## config.mk

```make
export PLATFORM = sky130hd
export DESIGN_NAME = three_channel_free_running_timer_core_flat
export DESIGN_NICKNAME = d
export VERILOG_FILES = /design/src/tcfrt_pkg.sv /design/src/tcfrt_req_if.sv /design/src/tcfrt_rsp_if.sv /design/src/tcfrt_cfg_if.sv /design/src/three_channel_free_running_timer_core.sv /design/src/flat_wrapper.sv
export SDC_FILE = /design/constraint.sdc
export NUM_CORES = 1
export LEC_CHECK = 0
export BUFFER_PORTS_ARGS = -buffer_cell sky130_fd_sc_hd__buf_4
export CORE_MARGIN = 10
export CORE_UTILIZATION = 59
export CTS_BUF_LIST = sky130_fd_sc_hd__clkbuf_8 sky130_fd_sc_hd__clkbuf_16
export DETAILED_ROUTE_END_ITERATION = 7
export PLACE_DENSITY_LB_ADDON = 0.3
export SLEW_MARGIN = 5
export SYNTH_ARGS = -nofsm -noshare
export SYNTH_HDL_FRONTEND = slang
export SYNTH_SLANG_ARGS = --single-unit
```

## constraint.sdc

```tcl
create_clock -name i_clk -period 4.2 [get_ports i_clk]
set_clock_uncertainty 0.2 [all_clocks]
set_input_delay 0.42 -clock i_clk [delete_from_list [all_inputs] [get_ports i_clk]]
set_output_delay 0.42 -clock i_clk [all_outputs]
set_load 0.005 [all_outputs]
```

## src/tcfrt_pkg.sv

```systemverilog
`timescale 1ns / 1ps
package tcfrt_pkg;
    localparam int DEF_CHANNELS = 3;

    localparam logic [1:0] REQ_TICK  = 2'd0;
    localparam logic [1:0] REQ_READ  = 2'd1;
    localparam logic [1:0] REQ_WRITE = 2'd2;

    localparam logic [3:0] REG_CTRL  = 4'h0;
    localparam logic [3:0] REG_STAT  = 4'h1;
    localparam logic [3:0] REG_CNT_H = 4'h2;
    localparam logic [3:0] REG_CNT_L = 4'h3;
    localparam logic [3:0] REG_CMA_H = 4'h4;
    localparam logic [3:0] REG_CMA_L = 4'h5;
    localparam logic [3:0] REG_CMB_H = 4'h6;
    localparam logic [3:0] REG_CMB_L = 4'h7;
    localparam logic [3:0] REG_CAP_H = 4'h8;
    localparam logic [3:0] REG_CAP_L = 4'h9;

    localparam logic [7:0] UNMAPPED_BYTE = 8'hFF;

    typedef struct packed {
        logic [1:0] req_type;
        logic [7:0] address;
        logic [7:0] write_data;
    } t_req;

    typedef struct packed {
        logic [7:0] read_data;
        logic [2:0] overflow_irq;
        logic [2:0] match_a_irq;
        logic [2:0] match_b_irq;
    } t_rsp;

    function automatic logic [4:0] prescale_mask(input logic [1:0] sel, input logic variant);
        logic [4:0] m;
        case (sel)
            2'd0: m = 5'd3;
            2'd1: m = 5'd7;
            2'd2: m = 5'd31;
            default: m = variant ? 5'd3 : 5'd1;
        endcase
        return m;
    endfunction
endpackage

```

## src/tcfrt_req_if.sv

```systemverilog
`timescale 1ns / 1ps
interface tcfrt_req_if import tcfrt_pkg::*; ();
    logic valid;
    logic ready;
    t_req payload;
    modport source (output valid, output payload, input ready);
    modport sink (input valid, input payload, output ready);
endinterface

```

## src/tcfrt_rsp_if.sv

```systemverilog
`timescale 1ns / 1ps
interface tcfrt_rsp_if import tcfrt_pkg::*; ();
    logic valid;
    logic ready;
    t_rsp payload;
    modport source (output valid, output payload, input ready);
    modport sink (input valid, input payload, output ready);
endinterface

```

## src/tcfrt_cfg_if.sv

```systemverilog
`timescale 1ns / 1ps
interface tcfrt_cfg_if;
    logic valid;
    logic ready;
    logic data;
    modport source (output valid, output data, input ready);
    modport sink (input valid, input data, output ready);
endinterface

```

## src/three_channel_free_running_timer_core.sv

```systemverilog
`timescale 1ns / 1ps
// Three-channel 16-bit free-running timer behind an 8-bit register bus. Each request
// transaction is a tick, a bus read or a bus write and yields exactly one response
// transaction carrying the read byte and all nine interrupt lines as they stand after
// the request. The block takes one request per cycle: registers update at the accepting
// edge and the response is captured in the output register at that same edge, so
// throughput is one transaction per clock while the response side keeps taking them.
module three_channel_free_running_timer_core import tcfrt_pkg::*; #(
    parameter int NUM_CHANNELS = DEF_CHANNELS
) (
    input logic         i_clk,
    input logic         i_rst_n,
    tcfrt_cfg_if.sink   cfg,
    tcfrt_req_if.sink   req,
    tcfrt_rsp_if.source rsp
);
    localparam int CH_W = (NUM_CHANNELS > 1) ? $clog2(NUM_CHANNELS) : 1;

    logic       r_variant;
    logic [7:0] r_ctrl [NUM_CHANNELS];
    logic [6:0] r_stat [NUM_CHANNELS];
    logic [2:0] r_seen [NUM_CHANNELS];
    logic [15:0] r_cnt [NUM_CHANNELS];
    logic [15:0] r_cma [NUM_CHANNELS];
    logic [15:0] r_cmb [NUM_CHANNELS];
    logic [15:0] r_cap [NUM_CHANNELS];
    logic [7:0] r_latch;
    logic [4:0] r_pre;
    logic [2:0] r_irq [3];
    logic       r_valid;
    t_rsp       r_rsp;

    logic [7:0] n_ctrl [NUM_CHANNELS];
    logic [6:0] n_stat [NUM_CHANNELS];
    logic [2:0] n_seen [NUM_CHANNELS];
    logic [15:0] n_cnt [NUM_CHANNELS];
    logic [15:0] n_cma [NUM_CHANNELS];
    logic [15:0] n_cmb [NUM_CHANNELS];
    logic [15:0] n_cap [NUM_CHANNELS];
    logic [7:0] n_latch;
    logic [4:0] n_pre;
    logic [2:0] n_irq [3];
    logic [7:0] n_rd;

    logic       accept;
    logic [3:0] hi_nib;
    logic [3:0] reg_sel;
    logic [3:0] ch_full;
    logic       ch_ok;
    logic [CH_W-1:0] ch;
    logic [15:0] full_word;

    assign req.ready = !r_valid || rsp.ready;
    assign accept    = req.valid && req.ready;
    assign cfg.ready = 1'b1;
    assign rsp.valid = r_valid;
    assign rsp.payload = r_rsp;

    assign hi_nib    = req.payload.address[7:4];
    assign reg_sel   = req.payload.address[3:0];
    assign ch_full   = hi_nib - 4'd1;
    assign ch_ok     = (hi_nib != 4'd0) && (32'(ch_full) < NUM_CHANNELS);
    assign ch        = CH_W'(ch_full);
    assign full_word = {r_latch, req.payload.write_data};

    always_comb begin
        logic [15:0] v;
        logic ma, mb, clr, ovf;
        logic [7:0] data;
        for (int i = 0; i < NUM_CHANNELS; i++) begin
            n_ctrl[i] = r_ctrl[i];
            n_stat[i] = r_stat[i];
            n_seen[i] = r_seen[i];
            n_cnt[i]  = r_cnt[i];
            n_cma[i]  = r_cma[i];
            n_cmb[i]  = r_cmb[i];
            n_cap[i]  = r_cap[i];
        end
        for (int k = 0; k < 3; k++) begin
            n_irq[k] = r_irq[k];
        end
        n_latch = r_latch;
        n_pre   = r_pre;
        n_rd    = 8'd0;
        data    = req.payload.write_data;
        v = 16'd0; ma = 1'b0; mb = 1'b0; clr = 1'b0; ovf = 1'b0;
        case (req.payload.req_type)
            REQ_TICK: begin
                for (int i = 0; i < NUM_CHANNELS; i++) begin
                    if ((r_pre & prescale_mask(r_ctrl[i][1:0], r_variant)) == 5'd0) begin
                        v   = r_cnt[i];
                        ma  = v == r_cma[i];
                        mb  = v == r_cmb[i];
                        clr = r_stat[i][0] && ma;
                        ovf = !clr && (v == 16'hFFFF);
                        n_cnt[i] = clr ? 16'd0 : v + 16'd1;
                        n_stat[i][4] = r_stat[i][4] | ovf;
                        n_stat[i][5] = r_stat[i][5] | ma;
                        n_stat[i][6] = r_stat[i][6] | mb;
                        for (int k = 0; k < 3; k++) begin
                            if (r_ctrl[i][4+k] && n_stat[i][4+k]) begin
                                n_irq[k][i] = 1'b1;
                            end
                        end
                    end
                end
                n_pre = r_pre + 5'd1;
            end
            REQ_READ: begin
                if (!ch_ok) begin
                    n_rd = UNMAPPED_BYTE;
                end else begin
                    case (reg_sel)
                        REG_CTRL: n_rd = r_ctrl[ch];
                        REG_STAT: begin
                            n_rd = {1'b0, r_stat[ch]};
                            n_seen[ch] = r_seen[ch] | r_stat[ch][6:4];
                        end
                        REG_CNT_H: begin n_rd = r_cnt[ch][15:8]; n_latch = r_cnt[ch][7:0]; end
                        REG_CMA_H: begin n_rd = r_cma[ch][15:8]; n_latch = r_cma[ch][7:0]; end
                        REG_CMB_H: begin n_rd = r_cmb[ch][15:8]; n_latch = r_cmb[ch][7:0]; end
                        REG_CAP_H: begin n_rd = r_cap[ch][15:8]; n_latch = r_cap[ch][7:0]; end
                        REG_CNT_L, REG_CMA_L, REG_CMB_L, REG_CAP_L: n_rd = r_latch;
                        default: n_rd = UNMAPPED_BYTE;
                    endcase
                end
            end
            REQ_WRITE: begin
                if (ch_ok) begin
                    case (reg_sel)
                        REG_CTRL: n_ctrl[ch] = data;
                        REG_STAT: begin
                            n_stat[ch][3:0] = data[3:0];
                            for (int k = 0; k < 3; k++) begin
                                if (!data[4+k] && r_seen[ch][k]) begin
                                    n_stat[ch][4+k] = 1'b0;
                                    n_seen[ch][k]   = 1'b0;
                                    n_irq[k][ch]    = 1'b0;
                                end
                            end
                        end
                        REG_CNT_H, REG_CMA_H, REG_CMB_H, REG_CAP_H: n_latch = data;
                        REG_CNT_L: n_cnt[ch] = full_word;
                        REG_CMA_L: n_cma[ch] = full_word;
                        REG_CMB_L: n_cmb[ch] = full_word;
                        REG_CAP_L: n_cap[ch] = full_word;
                        default: ;
                    endcase
                end
            end
            default: ;
        endcase
    end

    always_ff @(posedge i_clk) begin
        if (!i_rst_n) begin
            r_variant <= 1'b0;
            r_latch   <= 8'd0;
            r_pre     <= 5'd0;
            r_valid   <= 1'b0;
            for (int i = 0; i < NUM_CHANNELS; i++) begin
                r_ctrl[i] <= '0; r_stat[i] <= '0; r_seen[i] <= '0; r_cnt[i] <= '0;
                r_cma[i]  <= '0; r_cmb[i]  <= '0; r_cap[i]  <= '0;
            end
            for (int k = 0; k < 3; k++) begin
                r_irq[k] <= '0;
            end
        end else begin
            if (cfg.valid) begin
                r_variant <= cfg.data;
            end
            if (accept) begin
                r_ctrl <= n_ctrl; r_stat <= n_stat; r_seen <= n_seen; r_cnt <= n_cnt;
                r_cma  <= n_cma;  r_cmb  <= n_cmb;  r_cap  <= n_cap;
                r_irq  <= n_irq;  r_latch <= n_latch; r_pre <= n_pre;
                r_valid <= 1'b1;
            end else if (rsp.ready) begin
                r_valid <= 1'b0;
            end
        end
    end

    always_ff @(posedge i_clk) begin
        if (accept) begin
            r_rsp.read_data    <= n_rd;
            r_rsp.overflow_irq <= n_irq[0];
            r_rsp.match_a_irq  <= n_irq[1];
            r_rsp.match_b_irq  <= n_irq[2];
        end
    end

    a_hold_when_stalled: assert property (@(posedge i_clk) disable iff (!i_rst_n)
        r_valid && !rsp.ready |=> r_valid && $stable(r_rsp))
        else $error("response changed while stalled");
    a_irq_needs_flag: assert property (@(posedge i_clk) disable iff (!i_rst_n)
        r_irq[0][0] |-> r_stat[0][4])
        else $error("overflow line up without flag");
    a_pre_advances: assert property (@(posedge i_clk) disable iff (!i_rst_n)
        accept && req.payload.req_type == REQ_TICK |=> r_pre == $past(r_pre) + 5'd1)
        else $error("prescaler did not advance on tick");
endmodule

```

## src/flat_wrapper.sv

```systemverilog
// flat-port wrapper written by rule: the top's interface ports become plain ports
module three_channel_free_running_timer_core_flat import tcfrt_pkg::*;
#(
    parameter int NUM_CHANNELS = DEF_CHANNELS
)
  (i_clk, i_rst_n, cfg_valid, cfg_data, cfg_ready, req_valid, req_payload, req_ready, rsp_valid, rsp_payload, rsp_ready);
  tcfrt_cfg_if cfg_i ();
  tcfrt_req_if req_i ();
  tcfrt_rsp_if rsp_i ();
  input logic i_clk;
  input logic i_rst_n;
  input wire logic [$bits(cfg_i.valid)-1:0] cfg_valid;
  input wire logic [$bits(cfg_i.data)-1:0] cfg_data;
  output wire logic [$bits(cfg_i.ready)-1:0] cfg_ready;
  input wire logic [$bits(req_i.valid)-1:0] req_valid;
  input wire logic [$bits(req_i.payload)-1:0] req_payload;
  output wire logic [$bits(req_i.ready)-1:0] req_ready;
  output wire logic [$bits(rsp_i.valid)-1:0] rsp_valid;
  output wire logic [$bits(rsp_i.payload)-1:0] rsp_payload;
  input wire logic [$bits(rsp_i.ready)-1:0] rsp_ready;
  assign cfg_i.valid = cfg_valid;
  assign cfg_i.data = cfg_data;
  assign cfg_ready = cfg_i.ready;
  assign req_i.valid = req_valid;
  assign req_i.payload = req_payload;
  assign req_ready = req_i.ready;
  assign rsp_valid = rsp_i.valid;
  assign rsp_payload = rsp_i.payload;
  assign rsp_i.ready = rsp_ready;
  three_channel_free_running_timer_core #(.NUM_CHANNELS(NUM_CHANNELS)) u_core (.i_clk(i_clk), .i_rst_n(i_rst_n), .cfg(cfg_i), .req(req_i), .rsp(rsp_i));
endmodule
```

Yosys cells after proc, flatten, opt, wreduce, memory -nomap -nowiden --
Cells that the tools add are included.
Word-level totals: bits in registers 287, bits of input ports 24, output and inout bits 20, word-level logic and storage cells 299
Operators by class: $add $sub $neg 5, $lt $le $gt $ge 5, eq/ne operators 36, multiplexer cells 130, bitwise gates (word level) 30, reduce and logical (&&, ||, !) cells 58
Operators by type and width (number):
- $mux 16 | 15
- $mux 21 | 11
- $bwmux 48 | 4
- $mux 9 | 15
- $bmux 16 s2 | 4
- $eq 16x16->1 | 6
- $mux 48 | 2
- $pmux 48 s2 | 1
- $and 21x21->21 | 3
- $not 21->21 | 3
- $demux 7 s2 | 4
- $mux 8 | 7
- $pmux 8 s7 | 1
- $add 16x1->16 const B | 3
- $eq 16x16->1 const B | 3
- $pmux 5 s3 | 3
- $pmux 9 s2 | 2
- $demux 16 s2 | 1
- $pmux 8 s4 | 1
- $mux 3 | 10
- $reduce_and 5->1 | 6
- $and 9x9->9 | 3
- $not 9->9 | 3
- $bwmux 24 | 1
- other kinds (50) | 152

Longest topological paths before layout --
Gate-level depths: netlist of run 1.
word-level depth 22, mapped depth 12

Worst setup path before layout of run 1 --
Ideal clock, no wire load.
kind input to register, start input port req_payload[12], end register u_core.r_rsp (netlist bit u_core.rsp.payload[13]), data pin, setup time 0.288 ns, arrival time 2.629 ns, path slack 1.083 ns, cell stages on the path 12, path through inv_1 > clkbuf_1 > ha_1 > clkbuf_1 > buf_2 > buf_2 > mux2i_1 > nor2_1 > a21oi_1 > nor2_1 > a221oi_1 > a31oi_1
On the way: longest elaborated chain between the ends 7
RTL lines:
- start: declaration | RTL line flat_wrapper.sv:16 | input wire logic [$bits(req_i.payload)-1:0] req_payload;
- $sub 4x1->4 | RTL line three_channel_free_running_timer_core.sv:61 | assign ch_full = hi_nib - 4'd1;
- $not 2->3 (implied by the code)
- $bmux 16 s2, or another cell as far along | RTL line three_channel_free_running_timer_core.sv:122 | REG_CAP_H: begin n_rd = r_cap[ch][15:8]; n_latch = r_cap[ch][7:0]; end
- $mux 16 (implied by the code), or another cell as far along (2 in series) | RTL line three_channel_free_running_timer_core.sv:122
- $pmux 8 s7 | RTL line three_channel_free_running_timer_core.sv:113 | case (reg_sel)
- $mux 8 * | RTL line three_channel_free_running_timer_core.sv:110 | if (!ch_ok) begin
- end: declaration | RTL line three_channel_free_running_timer_core.sv:31 | t_rsp r_rsp;
Mark *: on every way between the ends. The rest lies on a longest branch, timed or not. The select of a mux whose other input is x is not followed. A chain may end at the register's enable or synchronous reset.

==> impl_metrics.yaml, run 1 <==
critical_path:
  crit_family: "simple AND/OR/NAND/NOR gates"
  crit_fanout: 10
  reg2reg_from: "u_core.r_cnt[23]$_SDFFE_PN0P_"
  crit_top_cell: "nand2_1"
  cp.arrival_ns: 3.43
  reg2reg_to: "u_core.rsp.payload[7]$_DFFE_PP_"
  critical_path.slowest_cell: "nor4_2"
  cp-start-kind: "register"
  regToRegSetupSlack_ns: 0.87
  end_kind: "register"
  critical_path_class: "reg -> reg"
  crit_required_ns: 4.31
  r2r_cells: 6
  slowest_delay_ns: 0.85
  cp_cell_sequence: "xnor2_1, nand4_1, nor4_2, nand2_1, a32oi_1, nand2_1"
  critPathBufInv: 0
yosys:
  synth_edf_count: 17
  yosysSeqAreaShare: 0.375
  syn_area_per_cell_um2: 8.19
  synth_fp_nets: 1965
  syn_inst: 1926
  ys_warn_count: 0
  ys_dominant_reg_cell: "dfxtp_1"
  synthArstFlopShare: 0
  ys_seq_elements: 287
  syn_area_mm2: 0.0158
  ys_types: 75
global_route:
  grt_max_degree: 90
  antenna_found_initial: 0
  grt_overflow: 0
  grt_pass1_vias: 14300
  grt_pass1_wl_um: 84600
  groute.usage.overall: 0.318
drt:
  vias: 15400
  post_drt_wl_per_cell_um: 25.1
  finalWirelength_um: 55800
  drtIter0Drc: 2906
  avgViaCountPerCell: 6.90
  drc: 0
  antenna_left: 0
  first_pass_iters: 6
timing:
  rsz0062_at_grt: "no"
  timing.setup.tns_ns: 0
  finalSetupViolCount: 0
  report.final.slew_viol_count: 0
  fin_crit_sh: 0.792
  tightest_slew_ns: 1.21
  finalHoldViolations: 0
  max_slew_margin: 0.188
  fmax_mhz: 301
  fin_crit_ns: 3.33
placed_design:
  place_congestion: 0.980
  dp_cells: 2170
  post-dp-hpwl_um: 38700
  numPortBuffers: 42
run:
  drv_cap: 0
pwr:
  p_int_mw: 4.64
  power_frac_clock: 0.461
  switching_share: 0.253
  p_comb_frac: 0.088
  p_leak_nw: 6.66
  power.density_mw_per_mm2: 359
  p_total_mw: 6.21
  vdd_ir_drop_max_v: 0.000319
  pwr-share-seq: 0.452
  p_switching_mw: 1.57
clock_network:
  postCtsResizedCells: 0
  clk_transition_reported_paths_ns: 0.07
  cts-buffers-inserted: 30
  cts_sinks: 287
  htreeDepth: 1
  clkLatencyLatePin_ns: 0.57
  cts_tree: "built"
  cts_buffer_depth: 3
  cts_root_buffer: "clkbuf_16"
min_path:
  min_path_type: "in -> reg"
  hold_start: "req_payload[6]"
  hold-path-endpoint: "u_core.r_ctrl[6]$_SDFFE_PN0P_"
  min_path_cells: 3
finish:
  syn2layout_area_growth_pct: 9.49
  antenna_cells: 0
  final_cells: 2229
  nets: 1910
  layout-drive-gt1-share: 0.0903
  final_util: 0.659
die:
  dieArea_mm2: 0.0337
  io_pins: 44
  num_rows: 59
  coreArea_mm2: 0.0262
  initial_core_util: 0.602
  die_w_um: 184
  die_y_um: 184
outcome:
  status: "complete, no violations"
[how the worst max path moves through the flow]
stage	endpoint	slack (ns)	startpoint	cells after the start
finish	u_core.rsp.payload[7]$_DFFE_PP_	0.87	u_core.r_cnt[23]$_SDFFE_PN0P_	6
global route	u_core.rsp.payload[7]$_DFFE_PP_	0.79	u_core.r_cnt[23]$_SDFFE_PN0P_	6
CTS	u_core.rsp.payload[7]$_DFFE_PP_	1.04	u_core.r_cnt[23]$_SDFFE_PN0P_	6
detailed placement	u_core.r_cnt[0]$_SDFFE_PN0P_	0.84	req_payload[12]	10
global placement	u_core.r_cnt[0]$_SDFFE_PN0P_	0.88	req_payload[12]	10
floorplan	u_core.rsp.payload[13]$_SDFFCE_PP0P_	1.08	req_payload[12]	12
[through the flow]
stage | setup slack (ns) | hold WS, ns | area (µm²)
floorplan | 1.08 | 0.231 | 15800
global placement | 0.877 | 0.238 | 16200
detailed placement | 0.841 | 0.251 | 16200
CTS | 1.04 | 0.0339 | 17300
global route | 0.789 | 0.0529 | 17300
finish | 0.873 | 0.0539 | 17300
[tightest hold or removal path: stages]
cell and delay [ns]:
buf_4 0.21, nand2_1 0.09, a21oi_1 0.06
[final cells by class]
cell class | instances | area, µm²
clock buffers | 36 | 867
clock inverters | 19 | 203
fillers | 2194 | 8930
inverters | 23 | 91.3
multi-input cells | 1442 | 9110
flip-flops and latches | 287 | 5920
well taps | 335 | 419
repair buffers | 87 | 676
[layout by cell type, fill, tap and decap left out, drive strengths merged, types with 22 or more instances in the layout]
master	instances
nand2	275
dfxtp	270
nor2	164
a21oi	162
mux2i	155
buf	83
xnor2	81
o21ai	76
nand3	57
o22ai	45
nand4	43
clkbuf	36
inv	26
a22oi	25
nor3	23
and3	22
[cells in the mapped netlist (13+ instances only)]
| cell type | n | area (µm²) |
|---|---|---|
| dfxtp_1 | 270 | 5410 |
| edfxtp_1 | 17 | 510 |
| inv_1 | 21 | 78.8 |
| and3_1 | 22 | 138 |
| mux2i_1 | 155 | 1550 |
| nor2b_1 | 14 | 87.6 |
| nand2b_1 | 19 | 119 |
| a21oi_1 | 162 | 811 |
| nor3_1 | 23 | 115 |
| clkbuf_1 | 139 | 522 |
| and2_1 | 16 | 100 |
| xnor2_1 | 81 | 709 |
| ha_1 | 15 | 188 |
| nand2_1 | 275 | 1030 |
| a31oi_1 | 17 | 106 |
| nand4_1 | 39 | 244 |
| o211ai_1 | 13 | 97.6 |
| a22oi_1 | 25 | 188 |
| nand3_1 | 57 | 285 |
| o31ai_1 | 15 | 113 |
| o22ai_1 | 45 | 282 |
| xor2_1 | 19 | 166 |
| nor2_1 | 164 | 616 |
| o21ai_0 | 64 | 320 |
| buf_2 | 16 | 80.1 |
[state kept, by name (all words and copies together), names as in the netlist, 5 cells and up]
register and flops:
u_core.r_cmb 48, u_core.r_seen 9, u_core.r_cnt 48, u_core.r_cap 48
u_core.rsp.payload 17, u_core.r_stat 21, u_core.r_irq 9, u_core.r_cma 48
u_core.r_pre 5, u_core.r_ctrl 24, u_core.r_latch 8
[per-layer routing]
layer	GRT usage	wire (µm)	share of wire	vias to the layer above
li1	-	-	-	6827
met1	0.407	20600	0.37	7178
met2	0.487	24100	0.43	1113
met3	0.0745	7350	0.13	273
met4	0.176	3820	0.068	0
met5	0	0	0	-
[power groups by stage]
stage	clock network [mW]	logic (mW)	registers, mW
global route	2.98	0.563	2.80
global placement	0	0.508	2.86
CTS	2.87	0.519	2.80
finish	2.86	0.544	2.80
detailed placement	0	0.514	2.86
floorplan	0	0.329	2.84
[logic make-up (layout without fill, tap and decap cells)]
group                      after synthesis  in the layout  share of synthesized area
and+or+nand+nor                        670            670                      0.197
AOI/OAI and AO/OA                      490            490                      0.204
DFF                                    287            287                      0.375
buffers and inverters                  197            165                     0.0503
muxes                                  166            166                      0.106
xor gates and xnor gates               100            100                     0.0555
adders and majority gates               15             15                     0.0119
other                                    1              1                   0.000238
[timing repair]
| action | in CTS | in global routing |
|---|---|---|
| hold buffers | 4 | 0 |
| buffers inserted | 0 | 0 |
| hold endpoints to repair | 2 | 0 |
Power figures use the tool's default switching activity.
==> inputs of run 2 (changes only) <==
--- a/config.mk
+++ b/config.mk
@@ -7,7 +7,7 @@
 export LEC_CHECK = 0
 export BUFFER_PORTS_ARGS = -buffer_cell sky130_fd_sc_hd__buf_4
 export CORE_MARGIN = 10
-export CORE_UTILIZATION = 59
+export CORE_UTILIZATION = 57
 export CTS_BUF_LIST = sky130_fd_sc_hd__clkbuf_8 sky130_fd_sc_hd__clkbuf_16
 export DETAILED_ROUTE_END_ITERATION = 7
 export PLACE_DENSITY_LB_ADDON = 0.3
==> constraint.sdc (replaced) <==
create_clock -name i_clk -period 2.72 [get_ports i_clk]
set_clock_uncertainty 0.2 [all_clocks]
set_input_delay 0.272 -clock i_clk [delete_from_list [all_inputs] [get_ports i_clk]]
set_output_delay 0.272 -clock i_clk [all_outputs]
set_load 0.005 [all_outputs]
==> impl_metrics.yaml, run 2 (synthesis results as in run 1) <==
timing:
  finalSetupViolCount: 0
  tightest_slew_ns: 1.11
  rsz0062_at_grt: "no"
  max_slew_margin: 0.253
  fin_crit_ns: 2.64
  finalHoldViolations: 0
  report.final.slew_viol_count: 0
  fmax_mhz: 379
  fin_crit_sh: 0.969
  timing.setup.tns_ns: 0
drt:
  finalWirelength_um: 59700
  first_pass_iters: 8
  drc: 0
  antenna_left: 0
  drtIter0Drc: 2476
  vias: 16200
  post_drt_wl_per_cell_um: 24.9
  avgViaCountPerCell: 6.74
pwr:
  pwr-share-seq: 0.443
  p_comb_frac: 0.100
  p_switching_mw: 2.53
  power_frac_clock: 0.457
  power.density_mw_per_mm2: 525
  p_leak_nw: 7.43
  vdd_ir_drop_max_v: 0.000650
  p_int_mw: 7.22
  switching_share: 0.260
run:
  drv_cap: 0
critical_path:
  crit_required_ns: 2.78
  regToRegSetupSlack_ns: 0.08
  critical_path_class: "reg -> reg"
  crit_fanout: 8
  cp-start-kind: "register"
  cp.arrival_ns: 2.69
  end_kind: "register"
min_path:
  min_path_type: "in -> reg"
die:
  initial_core_util: 0.582
  dieArea_mm2: 0.0347
  num_rows: 60
  coreArea_mm2: 0.0271
  io_pins: 44
  die_w_um: 186
  die_y_um: 186
clock_network:
  clk_transition_reported_paths_ns: 0.06
  cts_sinks: 287
  cts-buffers-inserted: 34
  clkLatencyLatePin_ns: 0.53
  cts_tree: "built"
  cts_buffer_depth: 3
  htreeDepth: 2
  cts_root_buffer: "clkbuf_16"
finish:
  nets: 2040
  final_common_cell: "nand2_1"
  fin_area_mm2: 0.0186
  final_cell_mix: "275 x nand2_1, 269 x dfxtp_1, 181 x buf_4"
  antenna_cells: 0
  final_util: 0.685
  syn2layout_area_growth_pct: 17.6
  layout-drive-gt1-share: 0.142
global_route:
  grt_pass1_vias: 15000
  antenna_found_initial: 1
  grt_pass1_wl_um: 89300
  grt_overflow: 0
  groute.usage.overall: 0.322
  grt_max_degree: 79
outcome:
  status: "complete, no violations"
placed_design:
  numPortBuffers: 42
  post-dp-hpwl_um: 42600
  place_congestion: 1.04
  placed_area_mm2: 0.0173
-- run 2: final timing paths --
path	start	to	depth (start not counted)
worst min register to register	u_core.r_ctrl[10]$_SDFFE_PN0P_	u_core.r_ctrl[10]$_SDFFE_PN0P_	2
worst min-delay path	req_payload[17]	u_core.r_cnt[30]$_SDFFE_PN0P_	4
worst max register to register	u_core.r_cnt[16]$_SDFFE_PN0P_	u_core.rsp.payload[7]$_DFFE_PP_	6
worst max-delay path	u_core.r_cnt[16]$_SDFFE_PN0P_	u_core.rsp.payload[7]$_DFFE_PP_	6
-- run 2: what timing repair did --
item                                    CTS  global route
endpoints found under the hold margin    60             0
setup buffers                             0             0
endpoints found under the setup margin    0            19
hold buffers                             13             0
resized for setup                         0             6
-- run 2: worst max-delay path: stages (launching register included) --
cell	delay, ns
dfxtp_1	0.53
xnor2_1	0.17
nand4_1	0.13
nor4_2	0.60
nand2_1	0.26
a32oi_1	0.34
nand2_1	0.14
-- run 2: metrics by stage --
stage / power (mW) / worst slack (ns) / hold slack [ns] / cells
after floorplan: 4.90 / 0.0241 / 0.212 / 1926
after CTS: 9.71 / 0.108 / 0.0605 / 2398
after global routing: 9.94 / 0.00829 / 0.127 / 2398
final: 9.75 / 0.0849 / 0.0821 / 2398
after detailed placement: 5.32 / -0.178 / 0.249 / 2324
after global placement: 5.31 / -0.155 / 0.239 / 2324
-- run 2: power by group through the flow --
stage	logic, mW	clock network (mW)	registers [mW]
finish	0.975	4.45	4.32
global route	1.01	4.61	4.32
detailed placement	0.908	0	4.41
global placement	0.899	0	4.41
CTS	0.930	4.46	4.32
floorplan	0.509	0	4.39
-- run 2: layer usage --
metal / track usage / part of all wire / vias to the layer above
li1: - / - / 7080
met1: 0.406 / 0.38 / 7595
met2: 0.479 / 0.42 / 1192
met3: 0.0916 / 0.13 / 283
met4: 0.195 / 0.071 / 2
met5: 0 / 0.00027 / -
-- run 2: final cells by class --
| cell class | count | area (µm²) |
|---|---|---|
| clock buffer | 43 | 1010 |
| clock inverter | 18 | 78.8 |
| fill | 2194 | 8550 |
| inverter | 23 | 91.3 |
| timing repair buffer | 213 | 1870 |
| sequential | 287 | 5920 |
| tap | 372 | 465 |
| multi-input combinational | 1442 | 9120 |
